<file path="src/rtl/work_stealing_chunk_scheduler_top_defines.svh">
// Assertion macros shared by the work-stealing chunk scheduler RTL.
`ifndef WORK_STEALING_CHUNK_SCHEDULER_TOP_DEFINES_SVH
`define WORK_STEALING_CHUNK_SCHEDULER_TOP_DEFINES_SVH

// Property that must hold at every clock edge outside reset.
`define WSCS_ASSERT(lbl, prop, msg) \
  lbl: assert property (@(posedge clk_i) disable iff (!rst_ni) prop) \
    else $error(msg);

// Condition in one cycle that forces a consequence in the next cycle.
`define WSCS_ASSERT_NEXT(lbl, pre, post, msg) \
  lbl: assert property (@(posedge clk_i) disable iff (!rst_ni) (pre) |=> (post)) \
    else $error(msg);

`endif

</file>
<file path="src/rtl/wscs_ram.sv">
// Generic single-write, single-read RAM with registered read data.
module wscs_ram #(
  parameter int unsigned WIDTH = 8,
  parameter int unsigned DEPTH = 16
) (
  input  logic                     clk_i,
  input  logic                     we_i,
  input  logic [$clog2(DEPTH)-1:0] waddr_i,
  input  logic [WIDTH-1:0]         wdata_i,
  input  logic                     re_i,
  input  logic [$clog2(DEPTH)-1:0] raddr_i,
  output logic [WIDTH-1:0]         rdata_o
);

  logic [WIDTH-1:0] mem [DEPTH];
  logic [WIDTH-1:0] rdata_q;

  // One write and one registered read per cycle.
  always_ff @(posedge clk_i) begin
    if (we_i) begin
      mem[waddr_i] <= wdata_i;
    end
    if (re_i) begin
      rdata_q <= mem[raddr_i];
    end
  end

  assign rdata_o = rdata_q;

endmodule

</file>
<file path="config.mk">
export PLATFORM = sky130hd
export DESIGN_NAME = wscs_ram
export DESIGN_NICKNAME = d
export VERILOG_FILES = /design/src/rtl/work_stealing_chunk_scheduler_top_defines.svh /design/src/rtl/wscs_ram.sv
export SDC_FILE = /design/constraint.sdc
export NUM_CORES = 1
export LEC_CHECK = 0
export BUFFER_PORTS_ARGS = -buffer_cell sky130_fd_sc_hd__buf_2
export CAP_MARGIN = 20
export CORE_UTILIZATION = 60
export CTS_CLUSTER_DIAMETER = 60
export DETAILED_ROUTE_END_ITERATION = 8
export GPL_TIMING_DRIVEN = 0
export PLACE_DENSITY = 0.84
export SLEW_MARGIN = 20
export SYNTH_ARGS = -nofsm -noshare
export SYNTH_HDL_FRONTEND = slang
export SYNTH_SLANG_ARGS = --single-unit
</file>
<file path="constraint.sdc">
create_clock -name clk_i -period 2.5 [get_ports clk_i]
set_input_delay 0.5 -clock clk_i [delete_from_list [all_inputs] [get_ports clk_i]]
set_output_delay 0.5 -clock clk_i [all_outputs]
set_load 0.01 [all_outputs]
</file>
# Word level (Yosys, flattened, before mapping)
# Memory sizes are Yosys's and may differ from the RTL's. A register that Yosys moved wholly into a read port is not among the register bits.
# Cells that the tools add are included.
# word_totals
in_bits,19
output_inout_bits,8
n_memories,1
mem_bits_rw,128
wordCells,3
regBits,0
# mem_list
memory,depth,width,rd,rd_ports_with_merged_regs,wr,line,source
mem,16,8,1,1,1,wscs_ram.sv:15,logic [WIDTH-1:0] mem [DEPTH];
# op_classes
mux,2
# ops
operator,count
1-bit two-way mux,2

# Longest topological paths before layout
# Gate-level depths: netlist (run 1).
# logic_depth
ltp_word,2
mapped_depth,5
ltp_nobuf,3

# Worst setup path before layout (run 1)
# Ideal clock, no wire load.
# synth_path
path_kind,input -> register
from,input waddr_i[2]
to,"memory mem[0][0], enable pin"
path_slack_ps,507
cell_stages,2
arrival_ps,1610
setup_time_ps,383
n_path_buf,0
required_ps,2117
cell_sequence,or3b_2 > nor3_1
# synth_lines
item,line,source
from (decl),wscs_ram.sv:8,"input logic [$clog2(DEPTH)-1:0] waddr_i,"
to (decl),wscs_ram.sv:15,
# Straight into the memory's write port.

# Final worst setup path (run 1)
# layout_path
from,input waddr_i[2]
to,"memory mem[3][3], enable pin"
# Straight into the memory's write port.

==> impl_metrics.json, run 1 <==
{
  "grt_pass1_wl_mm": 14.97,
  "arrival_ps": 1810,
  "synth_seq_cells": 136,
  "post_cts_resized": 0,
  "rows": 33,
  "grt_overflow": 0,
  "avgSynthCellArea_um2": 22.83,
  "slowest_stage": "nor2_1",
  "path_cells": "buf_2, or3b_2, nor2_1",
  "synth_top_area_share_pct": 78.12,
  "netlist_area_um2": 5228,
  "vias_per_cell": 6.436,
  "crit_family": "simple AND/OR/NAND/NOR gates",
  "die_h_um": 95.34,
  "internal_power_mw": 4.382,
  "cts_buffers": 17,
  "slew_violations": 0,
  "ys_warn_count": 0,
  "core-area_um2": 8341,
  "rsz0062_at_grt": "no",
  "n_antenna_cell": 0,
  "hold_class": "primary input to flop",
  "routedWlPerCell_um": 26.10,
  "drive_gt1_share_pct": 30.31,
  "place_congestion": 0.7141,
  "seq_area_um2": 4084,
  "postLayoutCoreUtil_pct": 73.48,
  "clk_path_buf_depth": 2,
  "async_reset_ff_share_pct": 0,
  "swShare_pct": 19.60,
  "required_ps": 2640,
  "die_w_um": 95.34,
  "synth_edf_count": 136,
  "n_fill_cell": 455,
  "start_util_pct": 62.68,
  "yosys.area.top_type": "edfxtp_1",
  "post_cts_buffers": 0,
  "p_seq_share_pct": 47.4,
  "power_mw": 5.451,
  "dieArea_um2": 9090,
  "p_comb_share_pct": 4.5,
  "relSlewSlack_pct": 44.04,
  "syn_nets": 248,
  "drt_wl_total_mm": 10.23,
  "h-tree-depth": 4,
  "antenna_left": 0,
  "critPathLaunchType": "primary input",
  "cts_tree": "yes",
  "drtPass1Iterations": 6,
  "hold_viol_final": 0,
  "grt_max_degree": 17,
  "maxCapViolCount": 0,
  "power_switching_mw": 1.068,
  "io_pins": 27,
  "power.leakage_nw": 2.054,
  "dr.first_iter.drc_count": 292,
  "synthTopCellsByCount": "136 x edfxtp_1, 18 x mux4_2, 16 x a22oi_1, 14 x mux4_1, 13 x nor2_1",
  "critPathCaptureType": "flop",
  "port_buffers": 25,
  "crit_type": "primary input to flop",
  "root_buffer": "clkbuf_8",
  "critPathMaxFanout": 8,
  "crit_path_max_incr_delay_ps": 660,
  "fin_skew_ps": 8.615,
  "antenna_found_initial": 0,
  "vias": 2523,
  "finalSetupViolations": 0,
  "multiInputGateArea_um2": 1072,
  "status": "complete, no violations",
  "synthTopCellsByArea": "edfxtp_1 78%, mux4_2 7.8%, mux4_1 7.0%",
  "yosysMostFrequentCell": "edfxtp_1",
  "worst_pin_slew_ps": 836.3,
  "drcViolationCount": 0,
  "clkLatencyLatePin_ps": 510,
  "grt_usage_pct": 25.24,
  "critPathBufInv": 1,
  "nets": 293,
  "cts.sinks": 136,
  "clk_pin_slew_ps": 60,
  "fin_crit_sh_pct": 66.89,
  "pwr_density_cell_nw_per_um2": 889.4,
  "seq_area_frac_synth_pct": 78.12,
  "final.setup.tns_ps": 0,
  "period_needed_ps": 1672,
  "pwr-share-clk_pct": 48.1,
  "synthCells": 229,
  "synth_ff_type": "edfxtp_1",
  "grt_pass1_vias": 2486,
  "ir_drop_v": 0.0005536,
  "synth_cell_types": 18,
  "area_growth_pct": 17.23,
  "cts_hold_buffers": 0,
  "fmaxAchievable_ghz": 0.5980,
  "hpwl_mm": 5.966
}
power groups by stage:
| stage | logic [mW] | clock network [mW] | registers, mW |
|---|---|---|---|
| 6_report | 0.247 | 2.62 | 2.58 |
| 5_1_grt | 0.263 | 2.72 | 2.59 |
| 4_1_cts | 0.247 | 2.62 | 2.58 |
| 3_5_place_dp | 0.242 | 0 | 2.63 |
| 3_3_place_gp | 0.232 | 0 | 2.62 |
| 2_1_floorplan | 0.130 | 0 | 2.63 |
layout by cell type (no fill, tap or decap), types with 4 or more instances in the layout:
master and count:
nand2_1 9, mux4_2 18, mux4_1 14, a22oi_1 16, clkinvlp_4 4, nor2_1 13
buf_2 29, bufinv_16 5, edfxtp_1 136, clkbuf_16 16
stage by stage:
stage	hold WS, ps	cells	area [um^2]	worst slack [ps]
after floorplan	598.9	229	5228	507.1
after global placement	737.1	359	5484	-4.399
after detailed placement	748.1	360	5504	301.2
after CTS	328.4	392	6128	828.0
after global routing	338.6	392	6128	776.9
final	329.6	392	6128	827.7
flip-flops by register name, indices dropped and copies added (netlist names):
signal,cells
rdata_o,8
mem,128
area by class of cell:
class / count / share of cell area, %
buffer: 10 / 1.409
clock buffer: 19 / 6.880
clock inverter: 13 / 3.307
multi-input combinational: 83 / 17.50
sequential: 136 / 66.64
tap: 105 / 2.144
timing repair buffer: 26 / 2.123
layer usage:
layer	wire length, um	GRT usage, %	vias up
li1	-	-	1074
met1	4259	36.37	1302
met2	5087	38.75	131
met3	708	5.183	16
met4	174	9.596	0
met5	0	0	-
final timing paths:
check                          to  depth (start not counted)                 from  slack, ps
min          rdata_o[2]$_DFFE_PP_                          1                 re_i        330
max           mem[3][3]$_DFFE_PP_                          3           waddr_i[2]        830
min reg2reg  rdata_o[2]$_DFFE_PP_                          3  mem[8][2]$_DFFE_PP_        760
max reg2reg  rdata_o[5]$_DFFE_PP_                          3  mem[2][5]$_DFFE_PP_        910
logic make-up after synthesis:
| group | share of synthesized area, % |
|---|---|
| simple gates | 3.136 |
| flops | 78.12 |
| buf+inv | 1.651 |
| mux | 14.79 |
| compound gates | 2.298 |
worst register-to-register path, stage by stage (launching register included):
cell,delay (ps)
edfxtp_1,380
mux4_1,530
a22oi_1,310
nand2_1,120
Note: power is estimated with default switching activity, not from simulation.
==> run 2: changes to the inputs <==
CORE_UTILIZATION = 54   (was 60)
PLACE_DENSITY = 0.8   (was 0.84)
clock period = 1.4 ns   (was 2.5 ns; I/O delays follow)
==> run 2 against run 1 <==
The run now ends with negative setup slack left. Sequential share of layout area fell by 0.34 points. Largest power group is now sequential cells. Clock skew rose by 1.4 ps. Total power rose by 71%. Core utilization fell by 7.4 points. Critical endpoint is now rdata_o[0]$_DFFE_PP_. Hold slack got worse by 230 ps. Via count fell by 0.67%. Critical path type is now flop to flop. Cell area rose by 0.51%. Combinational power rose by 99%.
==> impl_metrics.json, run 2 (synthesis gave the netlist of run 1 again) <==
{
  "timing.rr.start": "mem[3][0]$_DFFE_PP_",
  "final_cell_mix": "136 x edfxtp_1, 32 x mux4_2, 28 x buf_2",
  "power_switching_mw": 1.965,
  "required_ps": 1660,
  "final_common_cell": "edfxtp_1",
  "drcViolationCount": 0,
  "post_cts_buffers": 0,
  "drt_wl_total_mm": 9.949,
  "crit_path_max_incr_delay_ps": 490,
  "vias_per_cell": 6.039,
  "cp-startpoint": "mem[3][0]$_DFFE_PP_",
  "met1_length_mm": 3.939,
  "root_buffer": "clkbuf_8",
  "arrival_ps": 1730,
  "start_util_pct": 56.04,
  "fmaxAchievable_ghz": 0.6790,
  "worst_pin_slew_ps": 854.4,
  "instances_no_fill": 415,
  "rows": 35,
  "slew_violations": 0,
  "drtPass1Iterations": 5,
  "area_growth_pct": 17.83,
  "critPathMaxFanout": 1,
  "holdCritStartpoint": "re_i",
  "vias": 2506,
  "cts_tree": "yes",
  "routedWlPerCell_um": 23.97,
  "grt_pass1_wl_mm": 14.92,
  "slowest_stage": "mux4_2",
  "h-tree-depth": 4,
  "drive_gt1_share_pct": 41.26,
  "clk_pin_slew_ps": 60,
  "critPathBufInv": 0,
  "nets": 292,
  "internal_power_mw": 7.334,
  "violations": "negative setup slack",
  "grt_overflow": 0,
  "cts.sinks": 136,
  "relSlewSlack_pct": 42.83,
  "die_w_um": 100.4,
  "hold_class": "primary input to flop",
  "hold_ws_ps": 100.1,
  "ir_drop_v": 0.0008315,
  "core-area_um2": 9328,
  "cts_buffers": 17,
  "critPathCaptureType": "flop",
  "antenna_found_initial": 0,
  "fin_skew_ps": 10.04,
  "dr_wl_met3_um": 860,
  "fin_crit_sh_pct": 105.2,
  "grt_max_degree": 17,
  "finalSetupViolations": 6,
  "clkLatencyLatePin_ps": 510,
  "io_pins": 27,
  "rsz0062_at_grt": "yes",
  "wl_met2_mm": 4.988,
  "path_cells": "mux4_2, a22oi_2, nand2_1",
  "pwr-share-clk_pct": 45.1,
  "die_h_um": 100.4,
  "grt_pass1_vias": 2542,
  "dieArea_um2": 10080,
  "antenna_left": 0,
  "hold_viol_final": 0,
  "crit_type": "flop to flop",
  "regMostFlops": "mem",
  "grt_usage_pct": 22.03,
  "hpwl_mm": 6.012,
  "largest_reg_flops": 128,
  "port_buffers": 25,
  "placed_cells": 383,
  "swShare_pct": 21.13,
  "n_fill_cell": 604,
  "pwr_density_cell_nw_per_um2": 1510,
  "place_congestion": 0.7297,
  "top_layer_used": "met4",
  "crit_family": "multiplexers",
  "period_needed_ps": 1473,
  "power.leakage_nw": 1.993,
  "status": "finished, violations left",
  "setup_slack_ps": -72.74,
  "clk_path_buf_depth": 2,
  "postLayoutCoreUtil_pct": 66.04,
  "maxCapViolCount": 0,
  "n_antenna_cell": 0,
  "p_comb_share_pct": 5.3,
  "critPathLaunchType": "flop",
  "p_seq_share_pct": 49.6,
  "dr.first_iter.drc_count": 241
}
-- run 2: cell count changes in the layout (fill, tap and decap cells not counted), sizes merged --
cell      previous run  this run
bufinv               5         2
clkinvlp             4         3
clkbuf              19        18
clkinv               4         7
inv                  0         2
buf                 33        32
-- run 2: layout make-up --
| type | instances | area (um^2) | area share (%) |
|---|---|---|---|
| multi-input cells | 83 | 1101 | 17.88 |
| flip-flops and latches | 136 | 4084 | 66.30 |
| well taps | 129 | 161.4 | 2.620 |
| plain buffers | 10 | 120.1 | 1.950 |
| repair buffers | 25 | 125.1 | 2.031 |
| clock buffers | 18 | 417.9 | 6.784 |
| clock inverters | 14 | 150.1 | 2.438 |
-- run 2: layer usage --
metal / GRT usage, % / vias to the layer above
met3: 5.292 / 13
met5: 0 / -
met1: 31.81 / 1302
met4: 9.030 / 0
li1: - / 1059
met2: 32.88 / 132
-- run 2: worst paths after layout --
check                               to  slack [ps]  depth (start not counted)
setup / recovery  rdata_o[0]$_DFFE_PP_         -70                          3
setup reg to reg  rdata_o[0]$_DFFE_PP_         -70                          3
hold reg to reg   rdata_o[3]$_DFFE_PP_         770                          3
hold / removal    rdata_o[1]$_DFFE_PP_         100                          1
-- run 2: what timing repair did --
| action | CTS | global route |
|---|---|---|
| setup endpoints to repair | 8 | 8 |
| pin swaps | 2 | 4 |
| gates resized for setup | 10 | 6 |
| hold buffers | 0 | 0 |
-- run 2: worst reg2reg max path, stage by stage, from the launching register on --
cell	delay (ps)
edfxtp_1	370
mux4_2	490
a22oi_2	250
nand2_1	120
-- run 2: metrics by stage --
stage          total power [mW]  TNS, ps  setup slack (ps)  instance area (um^2)
2_1_floorplan             4.955   -676.8            -98.98                  5255
3_3_place_gp              5.127   -35500            -477.8                  5542
3_5_place_dp              5.153   -36770            -433.4                  5547
4_1_cts                   9.327   -266.2            -74.26                  6130
5_1_grt                   9.545   -439.2            -89.53                  6160
6_report                  9.299   -209.7            -72.74                  6160
-- run 2: power groups by stage --
stage | logic (mW) | registers [mW] | clock network, mW
floorplan | 0.254 | 4.70 | 0
global placement | 0.442 | 4.69 | 0
detailed placement | 0.458 | 4.70 | 0
CTS | 0.479 | 4.61 | 4.24
global route | 0.524 | 4.62 | 4.40
finish | 0.491 | 4.61 | 4.20
==> run 3: changes to the inputs <==
--- a/config.mk
+++ b/config.mk
@@ -12,3 +12,2 @@
 export DETAILED_ROUTE_END_ITERATION = 8
-export GPL_TIMING_DRIVEN = 0
 export PLACE_DENSITY = 0.8
--- a/constraint.sdc
+++ b/constraint.sdc
@@ -3,2 +3,2 @@
 set_output_delay 0.28 -clock clk_i [all_outputs]
-set_load 0.01 [all_outputs]
+set_load 0.02 [all_outputs]
==> run 3 against run 2 <==
Total power up 0.32%. Register-to-register slack better by 40 ps. Clock skew down 2.1 ps. Sequential share of layout area down 2.3 points. Highest routed layer unchanged. Final cell count up 4.3%. Routed wire length up 3.3%. Die area unchanged. The flow still finishes with violations (negative setup slack). Core utilization up 2.4 points. Non-clock buffer count up 18. Largest cell class unchanged.
==> impl_metrics.json, run 3 (synthesis gave the netlist of run 1 again) <==
{
  "status": "finished, violations left",
  "violations": "negative setup slack",
  "final_cell_mix": "136 x edfxtp_1, 32 x mux4_2, 24 x buf_2",
  "grt_pass1_wl_mm": 15.44,
  "routedWlPerCell_um": 23.73,
  "vias": 2495,
  "maxCapViolCount": 0,
  "place_congestion": 0.7514,
  "grt_pass1_vias": 2639,
  "rows": 35,
  "fmaxAchievable_ghz": 0.6980,
  "port_buffers": 26,
  "final_common_cell": "edfxtp_1",
  "critPathCaptureType": "flop",
  "reg2reg_depth": 3,
  "clk_path_buf_depth": 2,
  "clk_pin_slew_ps": 60,
  "vias_per_cell": 5.762,
  "antenna_left": 0,
  "relSlewSlack_pct": 32.87,
  "arrival_ps": 1690,
  "rsz0062_at_grt": "yes",
  "n_fill_cell": 570,
  "hold_ws_ps": 143.9,
  "hold_viol_final": 0,
  "instances_no_fill": 433,
  "largest_reg_flops": 128,
  "slew_violations": 0,
  "required_ps": 1660,
  "io_pins": 27,
  "postLayoutCoreUtil_pct": 68.41,
  "drcViolationCount": 0,
  "path_cells": "mux4_2, a22oi_2, nand2_1",
  "multiInputGateArea_um2": 1096,
  "start_util_pct": 56.04,
  "nets": 310,
  "hold_class": "primary input to flop",
  "cts_buffers": 17,
  "pwr_density_cell_nw_per_um2": 1462,
  "h-tree-depth": 4,
  "worst_pin_slew_ps": 1005,
  "seq_area_um2": 4084,
  "fin_skew_ps": 7.928,
  "area_growth_pct": 22.07,
  "holdPathStages": 1,
  "critPathLaunchType": "flop",
  "crit_path_max_incr_delay_ps": 510,
  "drtPass1Iterations": 4,
  "hpwl_mm": 6.210,
  "antenna_found_initial": 0,
  "ff2ff_setup_slack_ps": -30,
  "grt_usage_pct": 22.67,
  "setup_slack_ps": -32.61,
  "grt_max_degree": 22,
  "ir_drop_v": 0.0006491,
  "grt_overflow": 0,
  "finalSetupViolations": 4,
  "n_antenna_cell": 0,
  "cts.sinks": 136,
  "power.leakage_nw": 2.109,
  "die_w_um": 100.4,
  "crit_type": "flop to flop",
  "regMostFlops": "mem",
  "placed_cells": 401,
  "dp_slack_ps": -482.1,
  "drt_wl_total_mm": 10.28,
  "timing.rr.start": "mem[0][4]$_DFFE_PP_",
  "critPathMaxFanout": 1,
  "cts_tree": "yes",
  "fin_crit_sh_pct": 102.3,
  "period_needed_ps": 1433,
  "clkLatencyLatePin_ps": 510,
  "slowest_stage": "mux4_2",
  "dieArea_um2": 10080,
  "root_buffer": "clkbuf_8",
  "hold_end": "rdata_o[0]$_DFFE_PP_",
  "r2r_end": "rdata_o[4]$_DFFE_PP_",
  "drive_gt1_share_pct": 44.41,
  "core-area_um2": 9328,
  "die_h_um": 100.4,
  "dr.first_iter.drc_count": 230,
  "power_mw": 9.329,
  "holdCritStartpoint": "re_i"
}
-- run 3: layer usage --
metal	share of wire (%)	wire (um)	GRT usage, %	vias up
met5	0	0	0	-
met1	39	3976	29.60	1277
li1	-	-	-	1097
met4	1.0	103	9.142	0
met2	53	5461	37.51	113
met3	7.2	735	4.944	8
-- run 3: repair_timing --
item | in CTS | in global routing
resized for setup | 12 | 8
hold buffers | 0 | 0
setup endpoints to repair | 8 | 10
pin swaps | 0 | 3
setup buffers | 0 | 0
-- run 3: how the worst max path moves through the flow --
stage                               startpoint              endpoint  slack, ps  cells after the start
final                      mem[0][4]$_DFFE_PP_  rdata_o[4]$_DFFE_PP_        -30                      3
after global routing       mem[0][4]$_DFFE_PP_  rdata_o[4]$_DFFE_PP_        -50                      3
after CTS                 mem[15][2]$_DFFE_PP_  rdata_o[2]$_DFFE_PP_        -20                      3
after detailed placement            raddr_i[0]  rdata_o[6]$_DFFE_PP_       -480                      6
after global placement              raddr_i[0]  rdata_o[6]$_DFFE_PP_       -470                      6
after floorplan                     raddr_i[0]  rdata_o[2]$_DFFE_PP_       -100                      5
-- run 3: final cells by class --
| cell class | count | area share [%] |
|---|---|---|
| flip-flops and latches | 136 | 64.00 |
| multi-input cells | 83 | 17.18 |
| repair buffers | 53 | 7.373 |
| clock buffers | 18 | 6.549 |
| well taps | 129 | 2.529 |
| clock inverters | 14 | 2.373 |
-- run 3: where the power goes --
part	leakage (nW)	switching (mW)	internal, mW	total, mW
sequential	1.24	0.0317	4.59	4.62
clock	0.264	1.65	2.54	4.19
combinational	0.609	0.286	0.236	0.522
-- run 3: per-stage QoR --
stage,setup TNS (ps),area (um^2)
5_1_grt,-242.2,6381
4_1_cts,-60.94,6354
3_3_place_gp,-3758,5754
3_5_place_dp,-4547,5754
2_1_floorplan,-676.8,5255
6_report,-88.97,6381
-- run 3: critical path: cells and delay by family, from the launching register on --
| family | cells | cell delay [ps] |
|---|---|---|
| multiplexers | 1 | 510 |
| flip-flops | 1 | 410 |
| AO/OA/AOI/OAI | 1 | 190 |
| AND/OR/NAND/NOR | 1 | 70 |
