==> config.mk <==
export PLATFORM = sky130hd
export DESIGN_NAME = wscs_div
export DESIGN_NICKNAME = d
export VERILOG_FILES = /design/src/rtl/wscs_pkg.sv /design/src/rtl/wscs_div.sv
export VERILOG_INCLUDE_DIRS = /design/src /design/src/rtl
export SDC_FILE = /design/constraint.sdc
export NUM_CORES = 1
export LEC_CHECK = 0
export ABC_CLOCK_PERIOD_IN_PS = 5570
export CELL_PAD_IN_SITES_DETAIL_PLACEMENT = 0
export CELL_PAD_IN_SITES_GLOBAL_PLACEMENT = 1
export CORE_MARGIN = 4
export CORE_UTILIZATION = 30
export CTS_BUF_LIST = sky130_fd_sc_hd__clkbuf_2
export DETAILED_ROUTE_END_ITERATION = 10
export DONT_BUFFER_PORTS = 1
export GPL_TIMING_DRIVEN = 0
export MAX_ROUTING_LAYER = met4
export PLACE_DENSITY = 0.6
export RECOVER_POWER = 25
export SLEW_MARGIN = 20
export SYNTH_ARGS = -nofsm -noshare
export SYNTH_HDL_FRONTEND = slang
export SYNTH_SLANG_ARGS = --single-unit
==> constraint.sdc <==
create_clock -name clk_i -period 5.57 [get_ports clk_i]
set_clock_uncertainty 0.15 [all_clocks]
set_input_delay 0.8355 -clock clk_i [delete_from_list [all_inputs] [get_ports clk_i]]
set_output_delay 0.8355 -clock clk_i [all_outputs]
set_load 0.005 [all_outputs]
==> src/rtl/work_stealing_chunk_scheduler_top_defines.svh <==
// Assertion macros shared by the work-stealing chunk scheduler RTL.
`ifndef WORK_STEALING_CHUNK_SCHEDULER_TOP_DEFINES_SVH
`define WORK_STEALING_CHUNK_SCHEDULER_TOP_DEFINES_SVH

// Property that must hold at every clock edge outside reset.
`define WSCS_ASSERT(lbl, prop, msg) \
  lbl: assert property (@(posedge clk_i) disable iff (!rst_ni) prop) \
    else $error(msg);

// Condition in one cycle that forces a consequence in the next cycle.
`define WSCS_ASSERT_NEXT(lbl, pre, post, msg) \
  lbl: assert property (@(posedge clk_i) disable iff (!rst_ni) (pre) |=> (post)) \
    else $error(msg);

`endif

==> src/rtl/wscs_pkg.sv <==
// Shared constants, types and codes of the work-stealing chunk scheduler.
package wscs_pkg;

  localparam int unsigned MAX_WORKERS     = 8;
  localparam int unsigned QUEUE_DEPTH     = 64;
  localparam int unsigned INDEX_BITS      = 24;
  localparam int unsigned DEFAULT_WORKERS = 4;
  localparam int unsigned RESET_CHUNK     = 64;

  localparam int unsigned WID_W       = $clog2(MAX_WORKERS);
  localparam int unsigned WC_W        = 4;
  localparam int unsigned SLOT_W      = $clog2(QUEUE_DEPTH);
  localparam int unsigned CNT_W       = $clog2(QUEUE_DEPTH + 1);
  localparam int unsigned STORE_DEPTH = MAX_WORKERS * QUEUE_DEPTH;
  localparam int unsigned K_W         = $clog2(STORE_DEPTH + 1);
  localparam int unsigned ADDR_W      = WID_W + SLOT_W;
  localparam int unsigned ENTRY_W     = 2 * INDEX_BITS;
  localparam int unsigned QW          = INDEX_BITS + 1;
  localparam int unsigned STEP_W      = $clog2(QW);

  localparam int unsigned OP_W       = 2;
  localparam int unsigned CFG_IDX_W  = 1;
  localparam int unsigned CFG_DATA_W = 24;

  // Operation codes of an input word.
  localparam logic [OP_W-1:0] OP_SUBMIT  = OP_W'(0);
  localparam logic [OP_W-1:0] OP_REQUEST = OP_W'(1);
  localparam logic [OP_W-1:0] OP_CLEAR   = OP_W'(2);

  // Configuration register indexes.
  localparam logic [CFG_IDX_W-1:0] CFG_WORKERS = CFG_IDX_W'(0);
  localparam logic [CFG_IDX_W-1:0] CFG_CHUNK   = CFG_IDX_W'(1);

  typedef enum logic [2:0] {
    ST_IDLE,
    ST_DIV,
    ST_PUSH,
    ST_REQ,
    ST_SCAN,
    ST_READ,
    ST_RESP
  } state_e;

  // Status of the chunk-count divider.
  typedef struct packed {
    logic             done;
    logic [QW-1:0]    quot;
    logic [WID_W-1:0] nmod;
  } div_status_t;

endpackage

==> src/rtl/wscs_div.sv <==
// Bit-serial restoring divider that counts chunks and folds the count modulo the workers.
`include "work_stealing_chunk_scheduler_top_defines.svh"

module wscs_div (
  input  logic                          clk_i,
  input  logic                          rst_ni,
  input  logic                          start_i,
  input  logic [wscs_pkg::QW-1:0]       num_i,
  input  logic [wscs_pkg::INDEX_BITS-1:0] den_i,
  input  logic [wscs_pkg::WC_W-1:0]     wc_i,
  output wscs_pkg::div_status_t         status_o
);
  import wscs_pkg::*;

  logic              busy_q, busy_d;
  logic              done_q, done_d;
  logic [STEP_W-1:0] step_q, step_d;
  logic [QW-1:0]     num_q, num_d;
  logic [QW-1:0]     rem_q, rem_d;
  logic [QW-1:0]     quot_q, quot_d;
  logic [INDEX_BITS-1:0] den_q, den_d;
  logic [WID_W-1:0]  nmod_q, nmod_d;

  logic [QW-1:0]     rem_sh;
  logic              qbit;
  logic [WC_W-1:0]   mod_sh;

  // One quotient bit a step, most significant first; the remainder modulo the
  // worker count follows the quotient bits as they appear.
  always_comb begin
    rem_sh = {rem_q[QW-2:0], num_q[QW-1]};
    qbit   = (rem_sh >= {1'b0, den_q});
    mod_sh = {nmod_q, qbit};

    busy_d = busy_q;
    done_d = done_q;
    step_d = step_q;
    num_d  = num_q;
    rem_d  = rem_q;
    quot_d = quot_q;
    den_d  = den_q;
    nmod_d = nmod_q;

    if (start_i) begin
      busy_d = 1'b1;
      done_d = 1'b0;
      step_d = '0;
      num_d  = num_i;
      rem_d  = '0;
      quot_d = '0;
      den_d  = den_i;
      nmod_d = '0;
    end else if (busy_q) begin
      num_d  = {num_q[QW-2:0], 1'b0};
      rem_d  = qbit ? (rem_sh - {1'b0, den_q}) : rem_sh;
      quot_d = {quot_q[QW-2:0], qbit};
      nmod_d = (mod_sh >= wc_i) ? WID_W'(mod_sh - wc_i) : WID_W'(mod_sh);
      step_d = step_q + STEP_W'(1);
      if (step_q == STEP_W'(QW - 1)) begin
        busy_d = 1'b0;
        done_d = 1'b1;
      end
    end
  end

  // Control state is reset; the data path is not.
  always_ff @(posedge clk_i or negedge rst_ni) begin
    if (!rst_ni) begin
      busy_q <= 1'b0;
      done_q <= 1'b0;
      step_q <= '0;
    end else begin
      busy_q <= busy_d;
      done_q <= done_d;
      step_q <= step_d;
    end
  end

  always_ff @(posedge clk_i) begin
    num_q  <= num_d;
    rem_q  <= rem_d;
    quot_q <= quot_d;
    den_q  <= den_d;
    nmod_q <= nmod_d;
  end

  assign status_o = '{done: done_q, quot: quot_q, nmod: nmod_q};

  // The folded remainder always stays below the worker count.
  `WSCS_ASSERT(a_nmod_bound, busy_q |-> ({1'b0, nmod_q} < wc_i), "divider remainder out of range")
  // A running division never reports done.
  `WSCS_ASSERT(a_busy_not_done, busy_q |-> !done_q, "divider busy and done together")
  // A start always sets the divider running.
  `WSCS_ASSERT_NEXT(a_start_busy, start_i, busy_q, "divider did not start")

endmodule

== Word-level counts from Yosys, hierarchy flattened ==
Index checks and enable logic that the tools add are counted.

* Add/subtract/negate cells: 3
* Multipliers: 0
* Div/mod/pow operators: 0
* Order comparisons: 2
* Equal/unequal tests: 1
* Shifts and indexed selects: 0
* Muxes and demuxes: 12
* Bitwise gates (word level): 0
* Reduce and logical (&&, ||, !) cells: 3

{| class="wikitable"
|+ Operators with widths
! kind !! count
|-
| $mux 25 || 2
|-
| $ge 25x24->1 || 1
|-
| $mux 24 || 1
|-
| $sub 24x24->24 || 1
|-
| $mux 5 || 2
|-
| $mux 1 || 6
|-
| $add 5x1->5 const B || 1
|-
| $eq 5x5->1 const B || 1
|-
| $ge 4x4->1 || 1
|-
| $reduce_bool 2->1 || 2
|-
| $mux 3 || 1
|-
| $sub 3x3->3 || 1
|-
| $reduce_and 2->1 || 1
|}

* Flip-flop bits (word level): 108
* Latch bits: 0
* RAM bits: 0
* Memory bits (read-only): 0
* Bits of input ports: 56
* Memories: 0

== Longest topological paths before layout ==
Gate-level depths: netlist (run 1).

* Depth in word-level cells: 4
* Gate-level depth with buffers: 19
* Mapped depth without buffers: 16

== Worst setup path before layout (run 1) ==
OpenSTA, ideal clock, no wires.

* Path kind: reg-to-reg
* From: register den_q[12]
* To: register nmod_q[1]
* Library setup time: 65 ps
* Arrival: 3341 ps
* Data required time: 5355 ps
* Slack: 2014 ps
* Stages on the path, launching flop included: 20
* Buffers on the path: 3
* Clock period less this slack: 3556 ps
* Path through: edfxtp_1 -> inv_1 -> ha_1 -> clkbuf_1 -> a21oi_1 -> o21ai_0 -> or3_1 -> o21ai_1 -> o21bai_4 -> inv_2 -> buf_6 -> buf_2 -> ha_1 -> fa_1 -> nand2_1 -> a21o_1 -> a21oi_1 -> mux2i_1 -> mux2i_1 -> nor2_1

* Longest elaborated chain between the ends: 3
* Elaborated cells between the ends (all ways): 4
* Classes of those cells: 1 x add/sub; 2 x order compare; 1 x mux

{| class="wikitable"
|+ RTL lines
! element !! RTL line !! RTL
|-
| start: declaration || wscs_div.sv:21 || <nowiki>logic [INDEX_BITS-1:0] den_q, den_d;</nowiki>
|-
| start signal: assignment || wscs_div.sv:83 || <nowiki>den_q <= den_d;</nowiki>
|-
| $ge 25x24->1 (*) || wscs_div.sv:32 || <nowiki>qbit = (rem_sh >= {1'b0, den_q});</nowiki>
|-
| $ge 4x4->1 / $sub 3x3->3 (equally long branches) || wscs_div.sv:57 || <nowiki>nmod_d = (mod_sh >= wc_i) ? WID_W'(mod_sh - wc_i) : WID_W'(mod_sh);</nowiki>
|-
| $mux 3 (*) || wscs_div.sv:57 ||
|-
| end signal: assignment || wscs_div.sv:84 || <nowiki>nmod_q <= nmod_d;</nowiki>
|-
| end: declaration || wscs_div.sv:22 || <nowiki>logic [WID_W-1:0] nmod_q, nmod_d;</nowiki>
|}

Mark *: on every way between the ends. The rest lies on a longest branch, timed or not.
A chain may end at the register's enable or synchronous reset.

== Final worst setup path (run 1) ==
Ends and elaborated chain as after synthesis.

==> results, run 1 <==
- Across all hold checks on the routed design, the worst slack comes to 109.4 ps.
- The clock tree synthesis step divided the H-tree into 3 levels.
- Counting the fill cells in the layout gives 1979.
- The global-route wire length before repair is 23.37 mm.
- The path with the worst hold slack has its endpoint at den_q[22]$_DFFE_PP_.
- The count of final hold-check violations came to 0.
- In this run the critical register-to-register path is launched from den_q[12]$_DFFE_PP_.
- The post-route fraction of the period consumed by the critical path is 0.7743.
- The cell depth of the worst min-delay path is 0.
- The Yosys step of the flow raised 0 warnings.
- In the final layout, the share of cells above drive strength 1 is 0.09651.
- The data arrival time of the critical path is 4760 ps.
- The initial antenna violation count came to 2.
- The via count of the first global-routing pass is 4331.
- The highest achievable clock rate is 231.9 MHz.
- The completed layout was analyzed and its total power is 0.002550 W.
- The worst min-delay path category is input pin to register.
- The number of max-slew violations in the final report is 0.
- The actual slew at the worst max-slew pin is 775.0 ps.
- In the synthesized netlist the dominant register cell turns out to be dfxtp_1.
- Setup repair after global routing left no endpoint under its margin.
- Setup violations remaining at the end of the flow were counted as 0.
- The share of the Yosys chip area taken by registers is 0.4668.
- The minimum setup slack after placement is 1274 ps.
- The worst pin sits at a relative slew slack of 0.4833.
- The synthesized netlist occupies a cell area of 5758 sq um.
- The required time of the critical path is 6020 ps.
- The placed wire-length estimate is 10.62 mm.
- Summed over all cells, the static leakage comes to 2.651 nW.
- From left edge to right edge, the die measures 146.5 um.
- In this run the vertical extent of the chip is 146.5 um.
- The run finished with clean final reports.
- The number of library cell types mapped by synthesis is 59.
- The cell chosen for the clock root is clkbuf_2.
- The count of nets left with antenna violations once routing finished came out at 0.
- The core region is 18770 sq um.
- The mean area per synthesized cell is 9.979 sq um.
- The endpoint identified for the worst register-to-register timing path is nmod_q[1]$_SDFFE_PP0P_.
- 85 I/O pins were placed.
- Counting along the longest clock path gives a buffer depth of 2.
- The depth of the most critical reg-to-reg path is 19.
- The sum of routed wire length over all layers is 14.63 mm.
- The worst setup slack for register-to-register paths is 1260 ps.
- The number of instances in the synthesized netlist is 577.
- The total negative slack is 0 ps.
- Input and output buffers added on the ports amount to 0.
- The first detailed-routing pass ran for 4 iterations.
- In the layout the commonest cells are 69 x nor2_1, 52 x dfxtp_1, 50 x nand2_1.
- In the final design database the tool counted 684 nets.
- The footprint of the multi-input gates is 2789 sq um.
- Across every metal layer, demand over resource in global routing totals 0.1397.
- The worst-case setup margin in the final layout is 1257 ps.
- Along the worst path, the maximum fanout reaches 10.
- The number of flip-flops and latches in the synthesized netlist is 108.
- The worst setup path is launched from a register.
- Counting every net in the synthesized netlist gives 665.
- The area of the die is 21470 sq um.
- The worst-case IR drop observed on VDD is 0.0001239 V.
- The tool flagged a number of max-cap violations equal to 0.
- Relative to the synthesized area, the layout overhead comes to 8.388%.
- The finished layout holds 837 standard cells, fillers aside.
- The critical path in this run is classified as register to register.
- Summed over all layers, the global routing overflow is 0.
- The capturing element type of the critical path is a register.
- The number of placed cells counting well taps is 811.
- In the final routed layout, each cell accounts on average for 17.48 um.
- The number of buffers inserted during clock tree synthesis is 9.
- The TritonCTS clock tree is yes.
- The clock-pin transition on the worst setup and hold timing paths is 340 ps.
- The via count normalized by instance count is 5.076.
- At the end of routability-driven placement, the weighted congestion stood at 0.8507.
- The clock latency on the worst-skew pair is 630 ps.
- The floorplan has 50 rows.
- For this run, design rule violations remaining after detail routing come to 0.
- Counting flops with an async set or reset pin after synthesis yields a share of 0.06481.
- The starting density of the core is 0.3068.
- Clock tree synthesis found a total of 108 sinks.
- Leaving out fill and tap cells, the most frequent cell in the layout is nor2_1.
- The final critical delay including setup and external delays is 4313 ps.
- The area occupied by registers is 2688 sq um.
- The number of enable flip-flop cells after synthesis is 49.
- In this run the post-CTS setup repair buffer count came out at 0.
- Dividing total power by cell area gives a power density of 408.6 nW/um^2.
- The startpoint identified for the worst hold timing path is den_i[22].
- Detailed routing inserted a total of 4249 vias.
- The pin count of the biggest net entering global routing is 26.
- The number of DRC markers after the initial detailed-route iteration is 194.
-- stage by stage --
step / util / cell area, sq um
after floorplan: - / 5758
after global placement: 0.3224 / 6051
after detailed placement: 0.3224 / 6051
after CTS: 0.3285 / 6166
after global routing: 0.3325 / 6241
final: 0.3325 / 6241
-- worst max-delay path, cell delays in order (launching register included) --
cell and delay (ps):
edfxtp_1 460, inv_1 70, ha_1 210, clkbuf_1 240, a21oi_1 180, o21ai_0 130
or3_1 380, o21ai_1 320, o21bai_4 140, inv_2 80, buf_6 150, buf_2 290
ha_1 220, fa_1 210, nand2_1 70, a21o_1 170, a21oi_1 390, mux2i_1 240
mux2i_1 90, nor2_1 100
-- how the worst max path moves through the flow --
stage | start | end | slack, ps | depth (start not counted)
floorplan | den_q[12]$_DFFE_PP_ | nmod_q[1]$_SDFFE_PP0P_ | 2010 | 19
global placement | den_q[12]$_DFFE_PP_ | nmod_q[1]$_SDFFE_PP0P_ | 1300 | 19
detailed placement | den_q[12]$_DFFE_PP_ | nmod_q[1]$_SDFFE_PP0P_ | 1270 | 19
CTS | den_q[12]$_DFFE_PP_ | nmod_q[1]$_SDFFE_PP0P_ | 1200 | 19
global route | den_q[12]$_DFFE_PP_ | nmod_q[1]$_SDFFE_PP0P_ | 930 | 19
finish | den_q[12]$_DFFE_PP_ | nmod_q[1]$_SDFFE_PP0P_ | 1260 | 19
-- power by group --
| part | internal (W) | switching (W) |
|---|---|---|
| Combinational | 0.000462 | 0.000682 |
| Clock | 0.0000723 | 0.000293 |
| Sequential | 0.000954 | 0.0000861 |
-- cells by family after synthesis --
group | share of synthesized area
and+or+nand+nor | 0.1365
xor gates and xnor gates | 0.03042
buffers and inverters | 0.04889
AOI/OAI and AO/OA | 0.1458
muxes | 0.09952
DFF | 0.4668
adders and majority gates | 0.07214
-- timing repair --
item | 4_1_cts | 5_1_grt
endpoints found under the setup margin | 0 | 0
hold buffers | 1 | 7
endpoints found under the hold margin | 7 | 6
resized for setup | 0 | 0
-- layout make-up --
class	count	share of cell area
timing repair buffer	8	0.01283
buffer	32	0.02225
multi-input combinational	399	0.4469
sequential	108	0.4306
tap	234	0.04691
clock buffer	10	0.008019
clock inverter	6	0.008821
inverter	38	0.02285
antenna	2	0.0008019
-- state kept, by name (all words and copies together) (netlist names) --
register	cells
den_q	24
busy_q	1
num_q	25
step_q	5
quot_q	25
done_q	1
rem_q	24
nmod_q	3
-- layer usage --
layer / vias up / routed length (um) / GRT usage
li1: 2115 / - / -
met1: 2022 / 6863 / 0.1762
met2: 100 / 6614 / 0.2137
met3: 12 / 991 / 0.05028
met4: 0 / 158 / 0.03669
met5: - / 0 / -
-- synth_stat cells, types with 5 or more instances --
library cell / count / area share
nor2_1: 69 / 0.045
dfxtp_1: 52 / 0.18
nand2_1: 50 / 0.033
edfxtp_1: 49 / 0.26
inv_1: 37 / 0.024
ha_1: 30 / 0.065
a21oi_1: 28 / 0.024
mux2i_1: 28 / 0.049
mux2_2: 25 / 0.049
a311oi_1: 21 / 0.032
clkbuf_1: 20 / 0.013
o21ai_0: 15 / 0.013
a21o_1: 14 / 0.018
nand3_1: 14 / 0.012
xnor2_1: 13 / 0.020
a31oi_1: 9 / 0.0098
dfrtp_1: 7 / 0.030
xor2_1: 7 / 0.011
buf_2: 6 / 0.0052
o21a_1: 6 / 0.0078
nor3_1: 5 / 0.0043
No activity file was read; power rests on OpenSTA's default activity.
==> run 2: changes to the inputs <==
Settings changed: ABC_CLOCK_PERIOD_IN_PS 5570 to 4300.
Clock period 5.57 ns to 4.3 ns, I/O delays scaled along.
==> run 2 against run 1 <==
Compared with the run above:
- global-route usage is 0.18 points higher
- die area stayed put
- combinational power is 31% higher
- total power is 30% higher
- worst hold slack worse by 22 ps
- non-clock buffer count is 32 higher
- critical path depth is 1 lower
- setup slack worse by 740 ps
- routed wire length is 1.4% lower
- register-to-register slack worse by 740 ps
- sequential cell count stayed put
- critical path type unchanged
- largest power group unchanged
==> results, run 2 (synthesis gave the netlist of run 1 again) <==
- During placement, the flow inserted port buffers numbering 0.
- The worst min-delay path category is input pin to register.
- The all-layer global routing usage is 0.1415.
- The cell chosen for the clock root is clkbuf_2.
- The number of inserted diodes is 0.
- The peak supply drop is 0.0001642 V.
- Leaving out fill and tap cells, the most frequent cell in the layout is nor2_1.
- In this run the remaining antenna-violating nets after routing total 0.
- The area overhead of the layout relative to synthesis is 13.97%.
- At the pin with the least slew margin, the transition time is 1431 ps.
- The count of final hold-check violations came to 0.
- The global-route layer with the greatest usage is met2.
- The flow ran to the end, and the final reports show no timing, DRC or antenna violations.
- The maximum clock insertion buffer count is 2.
- For this run, global-route usage on met2 was measured as 0.2209.
- The count of boundary I/O pins is 85.
- The count of vias placed by the detailed router is 4381.
- The number of DRC violations after detailed routing is 0.
- For this block, the initial DRC count from the detailed router was 246.
- The footprint of the multi-input gates is 2796 sq um.
- The total grt overflow is 0.
- The share of final-layout standard cells stronger than drive strength 1 is 0.09321.
- The top cell types in the final layout, fill and taps aside, are 69 x nor2_1, 52 x dfxtp_1, 50 x nand2_1.
- The TritonCTS clock tree is yes.
- Setup violations remaining at the end of the flow were counted as 0.
- The total negative slack is 0 ps.
- Registers take 2688 sq um.
- The final design utilization is 0.3497.
- The leakage power of the design is 2.784 nW.
- The data arrival time of the critical path is 4240 ps.
- The die covers 21470 sq um.
- The global-route wire length before repair is 23.81 mm.
- In this run the worst path has a maximum fanout of 19.
- In the final layout, the registers with the most flip-flops are num_q (25), quot_q (25).
- The via count of the first global-routing pass is 4534.
- The number of setup buffers added after CTS is 0.
- The sum of routed wire length over all layers is 14.43 mm.
- The via count normalized by instance count is 5.053.
- The number of sinks handled by clock tree synthesis is 108.
- The number of buffers inserted during clock tree synthesis is 9.
- The initial utilization of the core area, before any placement, comes to 0.3068.
- In this run the power density over the cells is 505.4 nW/um^2.
- The number of max-slew violations in the final report came to 0.
- Entering global routing, the biggest net connects 26 pins.
- The max capacitance violation total is 0.
- The worst setup slack for register-to-register paths is 510 ps.
- The highest achievable clock rate is 264.1 MHz.
- Before antenna repair, the detailed router went through 4 iterations.
- Headroom to the max-slew limit came out at 0.04588.
- The met1 layer usage reported by global route is 0.1819.
- After clock tree synthesis, the clock-pin slew on the worst setup and hold paths is 320 ps.
- The routability-driven placement congestion ratio is 0.8507.
- The final critical delay including setup and external delays is 3786 ps.
- Dividing the detail-routed wire length by the instance count gives 16.64 um.
- Setup repair after global routing left no endpoint under its margin.
- The core footprint is 18770 sq um.
- The initial antenna violation count came to 0.
- In this run the horizontal extent of the chip is 146.5 um.
- The net count of the finished layout is 716.
- The y dimension of the die is 146.5 um.
- The count of filler cells inserted in the layout is 1953.
- The placed wire-length estimate is 10.62 mm.
- Data on the critical path is required at its endpoint by 4750 ps.
- The post-route fraction of the period consumed by the critical path is 0.8806.
- The global routing usage on met3 is 0.03973.
- The capturing element type of the critical path is a register.
- The number of rows created at floorplan is 50.
- The later pin in the worst-skew pair is clocked with a latency of 630 ps.
- The class of the most critical setup path is register to register.
- The H-tree was split into 3 levels.
- The startpoint kind of the worst setup timing path is a register.
run 2: changes by cell type in the layout (fill, tap and decap cells not counted), sizes merged:
cell	before	now
dlygate4sd3	8	40
diode	2	0
clkbuf	30	31
buf	12	11
run 2: worst paths after layout:
check / endpoint / cells past startpoint / startpoint
max: nmod_q[1]$_SDFFE_PP0P_ / 18 / den_q[12]$_DFFE_PP_
min reg2reg: rem_q[4]$_SDFFE_PP0P_ / 2 / rem_q[3]$_SDFFE_PP0P_
max in group asynchronous: step_q[1]$_DFFE_PN0P_ / 1 / rst_ni
min in group asynchronous: step_q[2]$_DFFE_PN0P_ / 1 / rst_ni
min: num_q[0]$_SDFFCE_PN0P_ / 1 / num_i[0]
max reg2reg: nmod_q[1]$_SDFFE_PP0P_ / 18 / den_q[12]$_DFFE_PP_
run 2: per-stage QoR:
step                      setup slack (ps)  area, sq um  hold slack (ps)  std cells  power (W)
final                                513.6         6563            87.87        867   0.003317
after floorplan                      743.6         5758            199.4        577   0.002473
after global routing                 179.3         6563            9.460        867   0.003628
after CTS                            62.91         6580            17.72        868   0.003375
after global placement               32.65         6051            199.9        811   0.002836
after detailed placement             3.710         6051            199.9        811   0.002837
run 2: layout make-up:
cell class	instances	area share
inverters	38	0.02174
repair buffers	41	0.06158
plain buffers	31	0.02040
flip-flops and latches	108	0.4095
clock inverters	6	0.008389
clock buffers	10	0.007626
well taps	234	0.04461
multi-input cells	399	0.4261
run 2: power breakdown:
group	switching, W	total (W)	internal, W
clock	0.000381	0.000475	0.0000937
sequential	0.000112	0.00135	0.00124
combinational	0.000878	0.00149	0.000616
run 2: repair_timing:
action / CTS / global route
endpoints found under the setup margin: 2 / 3
endpoints found under the hold margin: 70 / 0
hold buffers: 41 / 0
gates resized for setup: 1 / 1
run 2: worst max-delay path, stage by stage (launching register included):
cell and delay [ps]:
edfxtp_1 450, inv_1 70, ha_1 210, clkbuf_1 240
a21oi_1 180, o21ai_0 130, or3_1 400, o21ai_2 230
o21bai_4 120, inv_2 70, buf_6 190, ha_1 190
fa_1 210, nand2_1 70, a21o_1 190, a21oi_2 260
mux2i_1 220, mux2i_1 90, nor2_1 100
run 2: metal layers:
metal / part of all wire / wire (um) / vias to the layer above
li1: - / - / 2171
met5: 0 / 0 / -
met4: 0.011 / 162 / 0
met3: 0.057 / 818 / 13
met1: 0.47 / 6758 / 2087
met2: 0.46 / 6690 / 110
==> run 3: changes to the inputs <==
--- a/config.mk
+++ b/config.mk
@@ -20,3 +20,3 @@
 export RECOVER_POWER = 25
-export SLEW_MARGIN = 20
+export REMOVE_ABC_BUFFERS = 1
 export SYNTH_ARGS = -nofsm -noshare
==> constraint.sdc (replaced) <==
create_clock -name clk_i -period 4.3 [get_ports clk_i]
set_clock_uncertainty 0.15 [all_clocks]
set_input_delay 0.43 -clock clk_i [delete_from_list [all_inputs] [get_ports clk_i]]
set_output_delay 0.43 -clock clk_i [all_outputs]
set_load 0.005 [all_outputs]
==> run 3 against run 2 <==
Compared with the run above:
- global-route usage fell by 1.6 points
- routed wire length down 9.4%
- total power shrank 0.36%
- non-clock buffer count decreased by 15
- clock-buffer cell count decreased by 1
==> results, run 3 (synthesis gave the netlist of run 1 again) <==
- The run finished with clean final reports.
- The largest registers in the layout are num_q (25), quot_q (25).
- For this design the static power due to leakage is 2.826 nW.
- The pin count of the biggest net entering global routing is 111.
- Based on the critical path, the design can be clocked at up to 252.0 MHz.
- Leaving out fill and tap cells, the most frequent cells in the layout are 69 x nor2_1, 55 x dlygate4sd3_1, 52 x dfxtp_1.
- The number of max-slew violations in the final report is 0.
- Total power for the finished layout comes to 0.003305 W.
- The critical path contains buffers and inverters numbering 2 combined.
- After detailed routing, the average wire length per cell comes to 15.30 um.
- Broken down by cell family, the worst path's largest delay share belongs to simple AND/OR/NAND/NOR gates.
- The count of final hold-check violations is 0.
- The share of total power dissipated in the clock network is 0.150.
- The internal cell power is 0.001947 W.
- Summed over all layers, the routed wires come to 13.07 mm.
- Setup repair after global routing left no endpoint under its margin.
- The hold path startpoint is wc_i[3].
- The maximum clock insertion buffer count is 2.
- The worst flop-to-flop path endpoint is nmod_q[2]$_SDFFE_PP0P_.
- The final setup violation count is 0.
- The endpoint of the worst setup timing path is nmod_q[2]$_SDFFE_PP0P_.
- The launching element of the worst setup path is den_q[18]$_DFFE_PP_.
- The area of the die is 21470 sq um.
- The core region is 18770 sq um.
- The worst-case IR drop observed on VDD is 0.0001628 V.
- Summed over all layers, the global routing overflow is 0.
- The y dimension of the die is 146.5 um.
- The via count normalized by instance count is 4.995.
- The starting density of the core is 0.3068.
- The clock latency on the worst-skew pair is 650 ps.
- The number of sinks handled by clock tree synthesis is 108.
- For this run, the slowest stage of the critical path takes 530 ps.
- Walking the worst path, the cells encountered are inv_1 -> ha_1 -> nand2_1 -> nor2_4 -> nand3_1 -> or4b_4 -> o21bai_4 -> inv_6 -> ha_1 -> fa_1 -> nand2_1 -> a21o_1 -> a21oi_2 -> nor2_1 -> a21oi_1 -> a211oi_1.
- OpenSTA, run right after detailed placement, puts the worst setup slack at -137.6 ps.
- The count of boundary I/O pins is 85.
- The number of DRC markers after the initial detailed-route iteration is 167.
- From synthesis to final layout, the design area changed by 15.97%.
- The routability-driven placement congestion ratio is 0.8358.
- Buffers added to address setup during post-CTS repair amount to 0.
- After clock tree synthesis, the clock-pin slew on the worst setup and hold paths is 300 ps.
- STA classifies the critical path endpoint as a register.
- The first global-routing pass estimated 21.62 mm of wire.
- The initial antenna violation count is 1.
- Across every metal layer, demand over resource in global routing totals 0.1259.
- The worst register-to-register path has a depth of 16.
- For the finished layout, the period the worst path requires is 3968 ps.
- The cell type of the slowest stage on the worst timing path is or4b_4.
- The share of total power in sequential cells is 0.406.
- In the final layout, the share of cells above drive strength 1 is 0.09047.
- For the final routed database, the setup TNS stands at 0 ps.
- The max capacitance violation total is 0.
- The critical register-to-register path startpoint is den_q[18]$_DFFE_PP_.
- The power density relative to cell area is 494.9 nW/um^2.
- In this run the core area contains 50 standard-cell rows.
- The actual slew at the worst max-slew pin is 680.3 ps.
- Of all nets on the critical path, the largest fanout is 29.
- CTS placed an instance of clkbuf_2 at the clock tree root.
- The count of input and output buffers is 0.
- The worst pin sits at a relative slew slack of 0.5437.
- The die width is 146.5 um.
- Setup slack on the worst reg-to-reg path comes out at 330 ps.
- The class of the most critical setup path is register to register.
- The worst-case setup margin in the final layout is 332.0 ps.
- Data arrives at the worst endpoint at 4390 ps.
- The total number of nets in the final design is 702.
- The final route contains 4266 vias.
- The portion of total power attributed to combinational logic is 0.444.
- The most frequent standard cell in the layout excluding fill and tap cells is nor2_1.
- The worst min-delay path category is input pin to register.
- The final design utilization is 0.3558.
- The TritonCTS clock tree is yes.
- Of the total power, the share spent switching nets is 0.4110.
- The number of stages on the worst setup path is 16.
- At the worst endpoint, the required time is 4720 ps.
- The number of DRC violations after detailed routing is 0.
- The number of antenna-violating nets in the routed design is 0.
- TritonCTS created 9 clock buffers.
- The analysis attributes to net switching a power of 0.001358 W.
- The worst setup path is launched from a register.
- The via count of the first global-routing pass was 4361.
- The H-tree level count is 3.
- The HPWL after detailed placement is 8.579 mm.
- The first-pass iteration count of the detailed router is 4.
- In the finished design, the share of the clock period the worst path needs comes to 0.9228.
==> run 3: final cells by class <==
class | count | area (sq um)
diodes | 1 | 2.502
clock buffers | 9 | 45.04
clock inverters | 7 | 85.08
fillers | 1922 | 12090
inverters | 38 | 147.6
multi-input cells | 400 | 2808
flip-flops and latches | 108 | 2691
well taps | 234 | 292.8
repair buffers | 57 | 605.6
==> run 3: timing repair <==
item                                    4_1_cts  5_1_grt
endpoints found under the setup margin        3        3
pin swaps                                     1        1
endpoints found under the hold margin       139        0
gates cloned                                  1        0
resized for setup                             2        3
hold buffers                                 56        0
==> run 3: power by group through the flow <==
stage | logic, W | clock network (W) | registers, W
after floorplan | 0.00109 | 0 | 0.00134
after global placement | 0.00136 | 0 | 0.00136
after detailed placement | 0.00137 | 0 | 0.00136
after CTS | 0.00147 | 0.000537 | 0.00134
after global routing | 0.00166 | 0.000572 | 0.00136
final | 0.00147 | 0.000497 | 0.00134
==> run 3: worst min-delay path, cell delays in order <==
cell,delay [ps]
inv_1,40
ha_1,160
a21oi_2,70
a21oi_1,150
a211oi_1,80
==> run 3: through the flow <==
step           hold WS [ps]  std cells  instance area [sq um]
2_1_floorplan        -15.59        545                   5619
3_5_place_dp         -15.29        780                   5943
4_1_cts               90.11        853                   6669
3_3_place_gp         -15.29        779                   5912
6_report              152.5        854                   6678
5_1_grt               107.7        854                   6678
==> run 3: how the worst min path moves through the flow <==
stage	to	slack [ps]	cells past startpoint
after CTS	nmod_q[2]$_SDFFE_PP0P_	90	5
after global routing	den_q[2]$_DFFE_PP_	110	1
after detailed placement	step_q[0]$_DFFE_PN0P_	-20	0
after floorplan	busy_q$_DFF_PN0_	-20	0
final	nmod_q[2]$_SDFFE_PP0P_	150	5
after global placement	step_q[0]$_DFFE_PN0P_	-20	0
==> run 3: per-layer routing <==
layer  track usage  vias to the layer above  routed length, um
met4       0.03293                        0                127
met3       0.03600                       13                553
met1        0.1558                     2019               6136
met5             -                        -                  0
met2        0.2031                       86               6250
li1              -                     2148                  -
